<file path="src/sv/uartrb_pkg.sv">
// ----------------------------------------------------------------------------
// UART ring buffer package
// Shared types, codes and constants for the transmit and receive ring pair.
// ----------------------------------------------------------------------------
`default_nettype none

package uartrb_pkg;

  localparam int RING_DEPTH_DEF = 256;
  localparam int SIZE_W         = 9;
  localparam logic [SIZE_W-1:0] SIZE_RESET = 9'd256;

  typedef enum logic [1:0] {
    REQ_READ    = 2'd0,
    REQ_SEND    = 2'd1,
    REQ_SERVICE = 2'd2
  } req_type_e;

  typedef enum logic [1:0] {
    ST_OK    = 2'd0,
    ST_EMPTY = 2'd1,
    ST_FULL  = 2'd2
  } status_e;

  typedef enum logic [1:0] {
    OP_NONE,
    OP_READ,
    OP_SEND,
    OP_SERVICE
  } op_e;

  typedef enum logic {
    BK_IDLE,
    BK_RESP
  } back_state_e;

  typedef enum logic {
    REG_RX_SIZE = 1'b0,
    REG_TX_SIZE = 1'b1
  } reg_index_e;

  typedef struct packed {
    logic [1:0] req_type;
    logic [7:0] send_byte;
    logic       rx_ready;
    logic [7:0] rx_data;
    logic       tx_ready;
  } in_item_t;

  typedef struct packed {
    logic [7:0] read_data;
    logic [1:0] status;
    logic       tx_valid;
    logic [7:0] tx_data;
    logic       tx_irq_on;
    logic       rx_dropped;
  } out_item_t;

  typedef struct packed {
    op_e        op;
    logic [7:0] send_byte;
    logic       rx_ready;
    logic [7:0] rx_data;
    logic       tx_ready;
  } cmd_t;

endpackage

`default_nettype wire

</file>
<file path="src/sv/uartrb_ram.sv">
// ----------------------------------------------------------------------------
// Generic single-port RAM
// Up to one write and one read per cycle at a shared address, with registered read data.
// ----------------------------------------------------------------------------
`default_nettype none

module uartrb_ram #(
  parameter int WIDTH = 8,
  parameter int DEPTH = 256
) (
  input  wire logic                     clk_i,
  input  wire logic [$clog2(DEPTH)-1:0] addr_i,
  input  wire logic                     we_i,
  input  wire logic [WIDTH-1:0]         wdata_i,
  input  wire logic                     re_i,
  output logic      [WIDTH-1:0]         rdata_o
);

  logic [WIDTH-1:0] mem_q [DEPTH];

  always_ff @(posedge clk_i) begin
    if (we_i) begin
      mem_q[addr_i] <= wdata_i;
    end
    if (re_i) begin
      rdata_o <= mem_q[addr_i];
    end
  end

endmodule

`default_nettype wire

</file>
<file path="src/sv/uartrb_front.sv">
// ----------------------------------------------------------------------------
// UART ring buffer front end
// Accepts request transfers, decodes them and queues them for the back end.
// ----------------------------------------------------------------------------
`default_nettype none

module uartrb_front
  import uartrb_pkg::*;
(
  input  wire logic     clk_i,
  input  wire logic     rst_ni,
  input  wire logic     in_valid_i,
  output logic          in_ready_o,
  input  wire in_item_t in_item_i,
  output logic          cmd_valid_o,
  input  wire logic     cmd_ready_i,
  output cmd_t          cmd_o
);

  cmd_t       slot_q [2];
  logic       wr_ptr_q, wr_ptr_d;
  logic       rd_ptr_q, rd_ptr_d;
  logic [1:0] count_q, count_d;
  logic       push, pop;
  cmd_t       cmd_new;

  always_comb begin
    cmd_new.send_byte = in_item_i.send_byte;
    cmd_new.rx_ready  = in_item_i.rx_ready;
    cmd_new.rx_data   = in_item_i.rx_data;
    cmd_new.tx_ready  = in_item_i.tx_ready;
    unique case (in_item_i.req_type)
      REQ_READ:    cmd_new.op = OP_READ;
      REQ_SEND:    cmd_new.op = OP_SEND;
      REQ_SERVICE: cmd_new.op = OP_SERVICE;
      default:     cmd_new.op = OP_NONE;
    endcase
  end

  assign in_ready_o  = (count_q != 2'd2);
  assign cmd_valid_o = (count_q != 2'd0);
  assign cmd_o       = slot_q[rd_ptr_q];
  assign push        = in_valid_i && in_ready_o;
  assign pop         = cmd_valid_o && cmd_ready_i;

  always_comb begin
    wr_ptr_d = push ? ~wr_ptr_q : wr_ptr_q;
    rd_ptr_d = pop ? ~rd_ptr_q : rd_ptr_q;
    count_d  = count_q;
    if (push && !pop) begin
      count_d = count_q + 2'd1;
    end else if (pop && !push) begin
      count_d = count_q - 2'd1;
    end
  end

  always_ff @(posedge clk_i or negedge rst_ni) begin
    if (!rst_ni) begin
      wr_ptr_q <= 1'b0;
      rd_ptr_q <= 1'b0;
      count_q  <= 2'd0;
    end else begin
      wr_ptr_q <= wr_ptr_d;
      rd_ptr_q <= rd_ptr_d;
      count_q  <= count_d;
    end
  end

  always_ff @(posedge clk_i) begin
    if (push) begin
      slot_q[wr_ptr_q] <= cmd_new;
    end
  end

endmodule

`default_nettype wire

</file>
<file path="src/sv/uartrb_back.sv">
// ----------------------------------------------------------------------------
// UART ring buffer back end
// Executes queued commands against both rings and registers each result.
// ----------------------------------------------------------------------------
`default_nettype none

module uartrb_back
  import uartrb_pkg::*;
#(
  parameter int RING_DEPTH = RING_DEPTH_DEF
) (
  input  wire logic              clk_i,
  input  wire logic              rst_ni,
  input  wire logic [SIZE_W-1:0] rx_size_i,
  input  wire logic [SIZE_W-1:0] tx_size_i,
  input  wire logic              cmd_valid_i,
  output logic                   cmd_ready_o,
  input  wire cmd_t              cmd_i,
  output logic                   out_valid_o,
  input  wire logic              out_ready_i,
  output out_item_t              out_item_o
);

  localparam int PTR_W = $clog2(RING_DEPTH);
  localparam int EW    = (PTR_W + 1 > SIZE_W) ? PTR_W + 1 : SIZE_W;
  localparam logic [EW-1:0] DEPTH_E = EW'(RING_DEPTH);
  localparam logic [EW-1:0] MIN_E   = EW'(2);

  function automatic logic [EW-1:0] eff_size(input logic [SIZE_W-1:0] sz);
    logic [EW-1:0] s;
    s = EW'(sz);
    if (s < MIN_E) begin
      return MIN_E;
    end else if (s > DEPTH_E) begin
      return DEPTH_E;
    end
    return s;
  endfunction

  function automatic logic [PTR_W-1:0] advance(input logic [PTR_W-1:0] ptr,
                                               input logic [EW-1:0]    eff);
    logic [EW-1:0] n;
    n = EW'(ptr) + EW'(1);
    return (n >= eff) ? '0 : n[PTR_W-1:0];
  endfunction

  back_state_e      state_q, state_d;
  logic [PTR_W-1:0] rx_wr_q, rx_wr_d, rx_rd_q, rx_rd_d;
  logic [PTR_W-1:0] tx_wr_q, tx_wr_d, tx_rd_q, tx_rd_d;
  logic             irq_q, irq_d;
  logic [1:0]       pend_status_q, pend_status_d;
  logic             pend_rd_q, pend_rd_d;
  logic             pend_txv_q, pend_txv_d;
  logic             pend_drop_q, pend_drop_d;
  logic             res_valid_q;
  out_item_t        res_q;
  logic             out_free, load_res;

  logic [EW-1:0]    rx_eff, tx_eff;
  logic [PTR_W-1:0] rx_nxt_wr, tx_nxt_wr;
  logic [PTR_W-1:0] rx_addr, tx_addr;
  logic             rx_we, rx_re, tx_we, tx_re;
  logic [7:0]       rx_rdata, tx_rdata;

  assign rx_eff    = eff_size(rx_size_i);
  assign tx_eff    = eff_size(tx_size_i);
  assign rx_nxt_wr = advance(rx_wr_q, rx_eff);
  assign tx_nxt_wr = advance(tx_wr_q, tx_eff);
  assign out_free  = !res_valid_q || out_ready_i;

  always_comb begin
    state_d = state_q;
    unique case (state_q)
      BK_IDLE: if (cmd_valid_i) state_d = BK_RESP;
      BK_RESP: if (out_free) state_d = BK_IDLE;
      default: state_d = BK_IDLE;
    endcase
  end

  always_comb begin
    cmd_ready_o   = 1'b0;
    load_res      = 1'b0;
    rx_wr_d       = rx_wr_q;
    rx_rd_d       = rx_rd_q;
    tx_wr_d       = tx_wr_q;
    tx_rd_d       = tx_rd_q;
    irq_d         = irq_q;
    pend_status_d = pend_status_q;
    pend_rd_d     = pend_rd_q;
    pend_txv_d    = pend_txv_q;
    pend_drop_d   = pend_drop_q;
    rx_we         = 1'b0;
    rx_re         = 1'b0;
    tx_we         = 1'b0;
    tx_re         = 1'b0;
    rx_addr       = rx_wr_q;
    tx_addr       = tx_rd_q;
    unique case (state_q)
      BK_IDLE: begin
        cmd_ready_o = 1'b1;
        if (cmd_valid_i) begin
          pend_status_d = ST_OK;
          pend_rd_d     = 1'b0;
          pend_txv_d    = 1'b0;
          pend_drop_d   = 1'b0;
          case (cmd_i.op)
            OP_READ: begin
              rx_addr = rx_rd_q;
              if (rx_rd_q == rx_wr_q) begin
                pend_status_d = ST_EMPTY;
              end else begin
                rx_re     = 1'b1;
                pend_rd_d = 1'b1;
                rx_rd_d   = advance(rx_rd_q, rx_eff);
              end
            end
            OP_SEND: begin
              tx_addr = tx_wr_q;
              if (tx_nxt_wr == tx_rd_q) begin
                pend_status_d = ST_FULL;
              end else begin
                tx_we   = 1'b1;
                tx_wr_d = tx_nxt_wr;
                irq_d   = 1'b1;
              end
            end
            OP_SERVICE: begin
              if (cmd_i.rx_ready) begin
                if (rx_nxt_wr != rx_rd_q) begin
                  rx_we   = 1'b1;
                  rx_wr_d = rx_nxt_wr;
                end else begin
                  pend_drop_d = 1'b1;
                end
              end
              if (cmd_i.tx_ready) begin
                if (tx_rd_q != tx_wr_q) begin
                  tx_re      = 1'b1;
                  pend_txv_d = 1'b1;
                  tx_rd_d    = advance(tx_rd_q, tx_eff);
                end else begin
                  irq_d = 1'b0;
                end
              end
            end
            default: ;
          endcase
        end
      end
      BK_RESP: load_res = out_free;
      default: ;
    endcase
  end

  uartrb_ram #(
    .WIDTH(8),
    .DEPTH(RING_DEPTH)
  ) u_rx_ram (
    .clk_i  (clk_i),
    .addr_i (rx_addr),
    .we_i   (rx_we),
    .wdata_i(cmd_i.rx_data),
    .re_i   (rx_re),
    .rdata_o(rx_rdata)
  );

  uartrb_ram #(
    .WIDTH(8),
    .DEPTH(RING_DEPTH)
  ) u_tx_ram (
    .clk_i  (clk_i),
    .addr_i (tx_addr),
    .we_i   (tx_we),
    .wdata_i(cmd_i.send_byte),
    .re_i   (tx_re),
    .rdata_o(tx_rdata)
  );

  always_ff @(posedge clk_i or negedge rst_ni) begin
    if (!rst_ni) begin
      state_q     <= BK_IDLE;
      rx_wr_q     <= '0;
      rx_rd_q     <= '0;
      tx_wr_q     <= '0;
      tx_rd_q     <= '0;
      irq_q       <= 1'b0;
      res_valid_q <= 1'b0;
    end else begin
      state_q <= state_d;
      rx_wr_q <= rx_wr_d;
      rx_rd_q <= rx_rd_d;
      tx_wr_q <= tx_wr_d;
      tx_rd_q <= tx_rd_d;
      irq_q   <= irq_d;
      if (load_res) begin
        res_valid_q <= 1'b1;
      end else if (out_ready_i) begin
        res_valid_q <= 1'b0;
      end
    end
  end

  always_ff @(posedge clk_i) begin
    pend_status_q <= pend_status_d;
    pend_rd_q     <= pend_rd_d;
    pend_txv_q    <= pend_txv_d;
    pend_drop_q   <= pend_drop_d;
    if (load_res) begin
      res_q.read_data  <= pend_rd_q ? rx_rdata : 8'd0;
      res_q.status     <= pend_status_q;
      res_q.tx_valid   <= pend_txv_q;
      res_q.tx_data    <= pend_txv_q ? tx_rdata : 8'd0;
      res_q.tx_irq_on  <= irq_q;
      res_q.rx_dropped <= pend_drop_q;
    end
  end

  assign out_valid_o = res_valid_q;
  assign out_item_o  = res_q;

endmodule

`default_nettype wire

</file>
<file path="src/sv/uart_tx_rx_ring_buffers.sv">
// ----------------------------------------------------------------------------
// UART transmit and receive ring buffers
// Request decode and queue in front, ring execution with two RAMs behind.
// ----------------------------------------------------------------------------
//   Channel   Direction  Handshake            Payload
//   request   in         in_valid_i/ready_o   in_item_i  (in_item_t)
//   result    out        out_valid_o/ready_i  out_item_o (out_item_t)
//   config    in         APB psel/penable     paddr, pwdata, prdata
//
// The back end takes one item at a time: it updates the pointers and
// accesses the ring RAM, then registers the result from the RAM read data.
// A two-entry command queue lets requests be taken while the back end is busy.
// A result waiting in the output register stalls the back end, and the
// request channel as well once the command queue is full.
// Reset clears all pointers and the transmit interrupt enable; RAMs are not
// cleared.
// ----------------------------------------------------------------------------
`default_nettype none

module uart_tx_rx_ring_buffers
  import uartrb_pkg::*;
#(
  parameter int RING_DEPTH = RING_DEPTH_DEF
) (
  input  wire logic        clk_i,
  input  wire logic        rst_ni,
  input  wire logic        in_valid_i,
  output logic             in_ready_o,
  input  wire in_item_t    in_item_i,
  output logic             out_valid_o,
  input  wire logic        out_ready_i,
  output out_item_t        out_item_o,
  input  wire logic        psel,
  input  wire logic        penable,
  input  wire logic        pwrite,
  input  wire logic [2:0]  paddr,
  input  wire logic [31:0] pwdata,
  output logic      [31:0] prdata,
  output logic             pready
);

  logic [SIZE_W-1:0] rx_size_q, tx_size_q;
  logic              cmd_valid, cmd_ready;
  cmd_t              cmd;
  reg_index_e        reg_idx;

  assign pready  = 1'b1;
  assign reg_idx = reg_index_e'(paddr[2]);
  assign prdata  = (reg_idx == REG_TX_SIZE) ? 32'(tx_size_q) : 32'(rx_size_q);

  always_ff @(posedge clk_i or negedge rst_ni) begin
    if (!rst_ni) begin
      rx_size_q <= SIZE_RESET;
      tx_size_q <= SIZE_RESET;
    end else if (psel && penable && pwrite && pready) begin
      unique case (reg_idx)
        REG_RX_SIZE: rx_size_q <= pwdata[SIZE_W-1:0];
        REG_TX_SIZE: tx_size_q <= pwdata[SIZE_W-1:0];
        default: ;
      endcase
    end
  end

  uartrb_front u_front (
    .clk_i      (clk_i),
    .rst_ni     (rst_ni),
    .in_valid_i (in_valid_i),
    .in_ready_o (in_ready_o),
    .in_item_i  (in_item_i),
    .cmd_valid_o(cmd_valid),
    .cmd_ready_i(cmd_ready),
    .cmd_o      (cmd)
  );

  uartrb_back #(
    .RING_DEPTH(RING_DEPTH)
  ) u_back (
    .clk_i      (clk_i),
    .rst_ni     (rst_ni),
    .rx_size_i  (rx_size_q),
    .tx_size_i  (tx_size_q),
    .cmd_valid_i(cmd_valid),
    .cmd_ready_o(cmd_ready),
    .cmd_i      (cmd),
    .out_valid_o(out_valid_o),
    .out_ready_i(out_ready_i),
    .out_item_o (out_item_o)
  );

endmodule

`default_nettype wire

</file>
<file path="config.mk">
export PLATFORM = sky130hd
export DESIGN_NAME = uart_tx_rx_ring_buffers
export DESIGN_NICKNAME = d
export VERILOG_FILES = /design/src/sv/uartrb_pkg.sv /design/src/sv/uartrb_ram.sv /design/src/sv/uartrb_front.sv /design/src/sv/uartrb_back.sv /design/src/sv/uart_tx_rx_ring_buffers.sv
export SDC_FILE = /design/constraint.sdc
export NUM_CORES = 2
export LEC_CHECK = 0
export BUFFER_PORTS_ARGS = -buffer_cell sky130_fd_sc_hd__buf_2
export CAP_MARGIN = 15
export CORE_UTILIZATION = 60
export CTS_CLUSTER_DIAMETER = 30
export DETAILED_ROUTE_END_ITERATION = 7
export PLACE_DENSITY = 0.73
export REMOVE_ABC_BUFFERS = 1
export SETUP_SLACK_MARGIN = 0.3
export SYNTH_ARGS = -nofsm -noshare
export SYNTH_HDL_FRONTEND = slang
export SYNTH_MEMORY_MAX_BITS = 65536
export SYNTH_SLANG_ARGS = --single-unit
</file>
<file path="constraint.sdc">
create_clock -name clk_i -period 6.26 [get_ports clk_i]
set_input_delay 1.252 -clock clk_i [delete_from_list [all_inputs] [get_ports clk_i]]
set_output_delay 1.252 -clock clk_i [all_outputs]
set_load 0.01 [all_outputs]
</file>
# ---- Word-level counts from Yosys, hierarchy flattened
# Memories as Yosys holds them, arrays and structs flattened. A register that Yosys moved wholly into a read port is not among the register bits.
# Index checks and enable logic that the tools add are counted.
dict set report classes {
  bitwise 6
  add_sub_neg 6
  n_eq_ne 13
  muxes 63
  n_reduce_logical 24
  magnitude_cmp 8
}
# operator count
set ops {}
lappend ops {{two-way mux 8 bit} 10}
lappend ops {{two-way mux 9 bit} 7}
lappend ops {{two-way mux 1 bit} 39}
lappend ops {{adder 8 x 1 -> 9 bit, second input constant} 4}
lappend ops {{greater-or-equal comparator 9 bit} 4}
lappend ops {{> comparator 9 bit, second input constant} 2}
lappend ops {{< comparator 9 x 2 -> 1 bit, second input constant} 2}
lappend ops {{== test 8 bit} 2}
lappend ops {{!= test 8 bit} 2}
lappend ops {{AND reduction 5 bit} 2}
lappend ops {{!= test 2 bit, second input constant} 4}
lappend ops {{AND reduction 2 bit} 4}
lappend ops {{AND reduction 4 bit} 2}
lappend ops {{nonzero test 2 bit} 4}
lappend ops {{== test 2 bit, second input constant} 3}
lappend ops {{logical AND 1 bit} 6}
lappend ops {{two-way mux 2 bit} 3}
lappend ops {{inverter 1 bit} 6}
lappend ops {{case mux 2 bit (3 select lines)} 1}
lappend ops {{AND reduction 6 bit} 1}
lappend ops {{== test 2 x 1 -> 1 bit, second input constant} 2}
lappend ops {{case mux 1 bit (2 select lines)} 2}
lappend ops {{case mux 2 bit (2 select lines)} 1}
lappend ops {{zero test 1 bit} 3}
lappend ops {{4 further kinds} 4}
dict set report word_totals {
  regBits 83
  n_memories 3
  input_bits 62
  mem_bits_rw 4136
  out_inout_bits 56
}
# name depth width rd rd_ports_with_merged_regs wr line_no
set mem_list {}
lappend mem_list {u_back.u_rx_ram.mem_q 256 8 1 1 1 uartrb_ram.sv:19} ;# logic [WIDTH-1:0] mem_q [DEPTH];
lappend mem_list {u_back.u_tx_ram.mem_q 256 8 1 1 1 uartrb_ram.sv:19}
lappend mem_list {u_front.slot_q 2 20 1 0 1 uartrb_front.sv:20} ;# cmd_t slot_q [2];

# ---- Longest topological paths before layout
dict set report depth {
  ltp_word 14
  mapped_depth 19
  ltp_nobuf 14
}

# ---- Hierarchy
# From an unflattened synthesis, not the netlist that was laid out.
dict set report hier_totals {
  cells_unflattened 7790
  hier_area_um2 164665.4
}
# module seq_area_each_um2 area_per_inst_um2 instances cells_each
set modules_own_cells {}
lappend modules_own_cells {uartrb_ram 61739.2 78572.9 2 3547}
lappend modules_own_cells {uartrb_back 1656.6 4800.9 1 535}
lappend modules_own_cells {uartrb_front 1301.2 1717.9 1 87}
lappend modules_own_cells {uart_tx_rx_ring_buffers 452.9 1001.0 1 74}

# ---- Worst setup path after synthesis
# OpenSTA, ideal clock, no wires.
dict set report synth_timing {
  path_type {reg-to-reg}
  start {register tx_size_q[4]}
  end {memory u_back.u_tx_ram.mem_q[114][0] (enable)}
  path_stages_with_launch 16
  path_slack_ns 1.867
  setup_ns 0.370
  synth_period_minus_slack_ns 4.393
  n_path_buf 2
  required_ns 5.890
  arrival_ns 4.023
  cell_sequence {dfrtp_1 or4_1 nor4_1 nor3b_1 ha_1 nand2b_1 a211o_1 a221oi_1 o311a_1 o32ai_1 nand4_1 nand2_1 or3_1 clkbuf_1 buf_2 nor2_1}
}
dict set report synth_via {
  elab_chain_len 13
}
# item line_no
set synth_rtl {}
lappend synth_rtl {{start, declared} uart_tx_rx_ring_buffers.sv:42} ;# logic [SIZE_W-1:0] rx_size_q, tx_size_q;
lappend synth_rtl {{start signal, assigned} uart_tx_rx_ring_buffers.sv:58} ;# REG_TX_SIZE: tx_size_q <= pwdata[SIZE_W-1:0];
lappend synth_rtl {{> comparator 9 bit} uartrb_back.sv:34} ;# end else if (s > DEPTH_E) begin
lappend synth_rtl {{two-way mux 1 bit} uartrb_back.sv:34}
lappend synth_rtl {{two-way mux 1 bit} uartrb_back.sv:32} ;# if (s < MIN_E) begin
lappend synth_rtl {{two-way mux 9 bit *} uartrb_back.sv:37} ;# return s;
lappend synth_rtl {{greater-or-equal comparator 9 bit *} uartrb_back.sv:44} ;# return (n >= eff) ? '0 : n[PTR_W-1:0];
lappend synth_rtl {{two-way mux 8 bit *} uartrb_back.sv:44}
lappend synth_rtl {{== test 8 bit *} uartrb_back.sv:119} ;# if (tx_nxt_wr == tx_rd_q) begin
lappend synth_rtl {{two-way mux 1 bit *} uartrb_back.sv:119}
lappend synth_rtl {{two-way mux 1 bit *} uartrb_back.sv:106} ;# case (cmd_i.op)
lappend synth_rtl {{two-way mux 1 bit *} uartrb_back.sv:101} ;# if (cmd_valid_i) begin
lappend synth_rtl {{two-way mux 1 bit *} uartrb_back.sv:98} ;# unique case (state_q)
lappend synth_rtl {{two-way mux 1 bit *} uartrb_ram.sv:22} ;# if (we_i) begin
lappend synth_rtl {{two-way mux 1 bit (not written as such) *} uartrb_ram.sv:23} ;# mem_q[addr_i] <= wdata_i;
lappend synth_rtl {{end, declared} uartrb_ram.sv:19}
# Every way passes the cells marked *; elsewhere a longest branch is shown, timed or not.

# ---- Worst setup path in the final report
dict set report layout_timing {
  start {register u_back.tx_wr_q[1]}
  end {memory u_back.u_tx_ram.mem_q[254][4] (enable)}
}
dict set report layout_via {
  elab_chain_len 10
}
# item line_no
set layout_rtl {}
lappend layout_rtl {{start, declared} uartrb_back.sv:49} ;# logic [PTR_W-1:0] tx_wr_q, tx_wr_d, tx_rd_q, tx_rd_d;
lappend layout_rtl {{start signal, assigned} uartrb_back.sv:192} ;# tx_wr_q <= tx_wr_d;
lappend layout_rtl {{adder 8 x 1 -> 9 bit} uartrb_back.sv:43} ;# n = EW'(ptr) + EW'(1);
lappend layout_rtl {{greater-or-equal comparator 9 bit} uartrb_back.sv:44}
lappend layout_rtl {{two-way mux 8 bit} uartrb_back.sv:44}
lappend layout_rtl {{== test 8 bit} uartrb_back.sv:119}
lappend layout_rtl {{two-way mux 1 bit} uartrb_back.sv:119}
lappend layout_rtl {{two-way mux 1 bit} uartrb_back.sv:106}
lappend layout_rtl {{two-way mux 1 bit} uartrb_back.sv:101}
lappend layout_rtl {{two-way mux 1 bit} uartrb_back.sv:98}
lappend layout_rtl {{two-way mux 1 bit} uartrb_ram.sv:22}
lappend layout_rtl {{two-way mux 1 bit (not written as such)} uartrb_ram.sv:23}
# Several ways; a longest one is shown, not always the timed one.

==> summary.md <==
| Metric | Value |
|---|---|
| Min Tclk post-route | ~5.8 ns |
| Die Y | 532.8 um |
| Total power | about 100 mW |
| Final period utilization | 92.63% |
| Fin cells | 17,090 |
| Initial core utilization | 60.41% |
| Synth Flop Type | edfxtp_1 |
| Power Density | approximately 500 nW/um^2 |
| Port bufs | 68 |
| Async set-or-reset flop fraction in the synthesized netlist | under 10% |
| Reg2reg end | u_back.u_tx_ram.mem_q[254][4]$_DFFE_PP_ |
| Post-cts hold buffer count | 0 |
| Core ar. | about 280,000 um^2 |
| Crit path arrival time | 6.45 ns |
| Top cells by area, synth | edfxtp_1 (74%), nand2_1 (7.2%), nand3_1 (3.2%) |
| CP Class | reg -> reg |
| Num CTS Buffers | approximately 660 |
| Dpl hpwl | 269.6 mm |
| Top-count cell post-synth | edfxtp_1 |
| Reg2Reg Setup Slack | approximately 0.46 ns |
| Failing checks | DRC, slew limit |
| Nature of the critical path endpoint | flop |
| Nets | around 13,000 |
| Via Count | roughly 110k |
| CTS clock-pin slew for the worst setup and hold paths | around 0.050 ns |
| Slew Limit Headroom | -7.537% |
| Avg WL per Cell | 27.26 um |
| Reg2reg start | u_back.tx_wr_q[1]$_DFFE_PN0P_ |
| Net Sw Frac | approximately 34% |
| Yosys cell types | a little over 90 |
| Seq/Total Area, Yosys | about three quarters |
| Internal power | approximately 66 mW |
| NetSw | 34.26 mW |
| Clock latency at the later pin of the worst-skew pair | 1.07 ns |
| Syn_area_per_cell | about 14 um^2 |
| Fin. max-slew vios | 70 |
| GPL Wtd Cong | 0.9275 |
| ANT nets after route | 0 |
| Setup Skew | 0.05414 ns |
| Post-route setup slack | 0.4611 ns |
| H-tree levels | 6 |
| Die area | around 280,000 um^2 |
| Row Count | 194 |
| Crit path launch type | flop |
| Root buffer cell | clkbuf_16 |
| CTS sink cnt | approximately 4,200 |
| CP Cell Sequence | ha_1 -> nand3_1 -> o21a_1 -> or2_2 -> ha_1 -> a21oi_1 -> o221ai_1 -> a221o_1 -> a21oi_1 -> o32ai_1 -> nand4_1 -> nand2_1 -> or3_1 -> nor2_1 |
| Slowest stage delay, CP | roughly 0.85 ns |
| Final setup violation count | 0 |
| VDD IR max | 555.3 uV |
| CTS resizes | 0 |
| Sequential share of power | 35.3% |
| Final hold vios | 0 |
| DRC errors left | 1 |
| Ys Warns | 0 |
| Gr usage total | 32.37% |
| Commonest cells in the netlist | edfxtp_1 (4,178), nand2_1 (3,243), nand3_1 (1,071) |
| Mapped Cells | between 10,000 and 15,000 |
| First-pass GRT wire length | slightly below 700 mm |
| Top Ports | between 100 and 150 |
| Post-Syn Area | around 170,000 um^2 |
| Worst-Margin Slew | between 1.5 and 2 ns |
| Fmax | 0.1724 GHz |
| Largest net degree at the start of global routing | approximately 220 |
| Setup TNS | 0 ns |
| Area delta synth->final | 17.22% |
| R2R cell count | 14 |
| DRT Wirelength | around 470 mm |
| Via-per-instance ratio | about 6.5 |
| RSZ-0062 raised after global routing | no |
| Max cap viols | 0 |
| Place WS | ~0.68 ns |
| Clock group share of total power | between 30% and 40% |
| Inst Count DP | roughly 16,000 |
| Post-CTS setup buffer count | 0 |
| HP Class | in -> async |
| Share of post-route cells with drive strength above 1 | a little over an eighth |
| Overflow after GRT | 0 |
| Slowest cell on crit path | or3_1 |
| Crit path max fanout | 16 |
| Die width | about 530 um |
| EDFF count, synth | ~4,200 |
| Max clock buf depth | 4 |
| Synth area leader | edfxtp_1 |
| DRT Pass-1 Iters | 8 |
| P_leak | 67.15 nW |
| Outcome | finished, violations left |
| Post-synth top area share | between 70% and 80% |
| CTS tree | yes |
| Final core utilization | 70.81% |
| Number of global-route vias before repair | between 100k and 150k |
| Initial drt markers | between 15,000 and 20,000 |
| Initial antenna violation count | 25 |
| FF+latch count, synth | 4,235 |
| CP Data Required Time | 6.91 ns |
| Gate power share | 26.6% |
==> layout by cell type, fill, tap and decap left out, types with 132 or more instances in the layout <==
cell and count:
nand2_1 3236, a32oi_1 132, nand3_1 1070, edfxtp_1 4178, and3_1 149, clkbuf_16 667
nor2_1 605, nand4_1 355, mux2i_1 161, buf_4 356, a31oi_1 394, a21oi_1 286
==> how the worst max path moves through the flow <==
stage                              startpoint                                       to  slack, ns  cells past startpoint
3_5_place_dp    u_back.tx_wr_q[1]$_DFFE_PN0P_  u_back.u_tx_ram.mem_q[253][0]$_DFFE_PP_       0.68                     14
4_1_cts         u_back.tx_wr_q[1]$_DFFE_PN0P_  u_back.u_tx_ram.mem_q[254][4]$_DFFE_PP_       0.61                     14
6_report        u_back.tx_wr_q[1]$_DFFE_PN0P_  u_back.u_tx_ram.mem_q[254][4]$_DFFE_PP_       0.46                     14
2_1_floorplan  u_front.count_q[0]$_DFFE_PN0P_  u_back.u_tx_ram.mem_q[112][0]$_DFFE_PP_     -22.25                      6
3_3_place_gp    u_back.tx_wr_q[1]$_DFFE_PN0P_  u_back.u_tx_ram.mem_q[249][3]$_DFFE_PP_       0.72                     14
5_1_grt         u_back.tx_wr_q[1]$_DFFE_PN0P_  u_back.u_tx_ram.mem_q[254][4]$_DFFE_PP_       0.31                     14
==> worst max-delay path, delay by kind of cell (launching register included) <==
family                   cells  cell delay [ns]
AO/OA/AOI/OAI                6             1.38
adder cells (fa/ha/maj)      2             0.66
flip-flops                   1             0.66
AND/OR/NAND/NOR              6             2.71
==> power by group through the flow <==
stage | Clock (mW) | Combinational (mW) | Sequential (mW)
after floorplan | 0 | 14.1 | 36.1
after global placement | 0 | 25.0 | 35.9
after detailed placement | 0 | 25.7 | 35.9
after CTS | 38.2 | 26.0 | 35.3
after global routing | 39.4 | 28.1 | 35.3
final | 38.0 | 26.6 | 35.4
==> registers in the layout, indices dropped and copies added, names as in the netlist, 2 cells and up <==
register and cells:
u_back.u_rx_ram.mem_q 2048, rx_size_q 9, u_back.u_tx_ram.rdata_o 8, u_front.slot_q 40, tx_size_q 9, u_front.count_q 2, u_back.pend_status_q 2, u_back.out_item_o 21
u_back.u_rx_ram.rdata_o 8, u_back.rx_rd_q 8, u_back.u_tx_ram.mem_q 2048, u_back.rx_wr_q 8, u_back.tx_rd_q 8, u_back.tx_wr_q 8
==> stage by stage <==
stage	hold WS [ns]	area, um^2
after CTS	0.3011	198100
final	0.3241	198200
after floorplan	0.4003	165400
after global placement	0.4680	174700
after global routing	0.3618	198200
after detailed placement	0.4829	174700
==> area by class of cell <==
| class | instances | area [um^2] |
|---|---|---|
| sequential | 4235 | 126900 |
| fill | 17120 | 81690 |
| multi-input combinational | 7373 | 38850 |
| clock buffer | 708 | 16840 |
| clock inverter | 531 | 6638 |
| tap | 3724 | 4659 |
| timing repair buffer | 481 | 4156 |
| inverter | 27 | 101.3 |
| antenna | 15 | 37.54 |
==> cell families after synthesis <==
family,count (synthesis),share of synthesized area (%)
muxes,291,2.338
DFF,4235,75.05
other,2,0.004442
buffers and inverters,870,2.296
AOI/OAI and AO/OA,1340,5.355
adders and majority gates,46,0.3404
and+or+nand+nor,5629,14.39
xor gates and xnor gates,43,0.2309
==> layer usage <==
metal,wire length (um),up-vias,part of all wire (%),track usage [%]
li1,-,47360,-,-
met1,170500,54930,37,44.09
met2,214600,7823,46,49.59
met3,55700,1261,12,6.942
met4,25210,6,5.4,16.72
met5,34,-,0.0073,0
(Power assumes the default switching activity.)
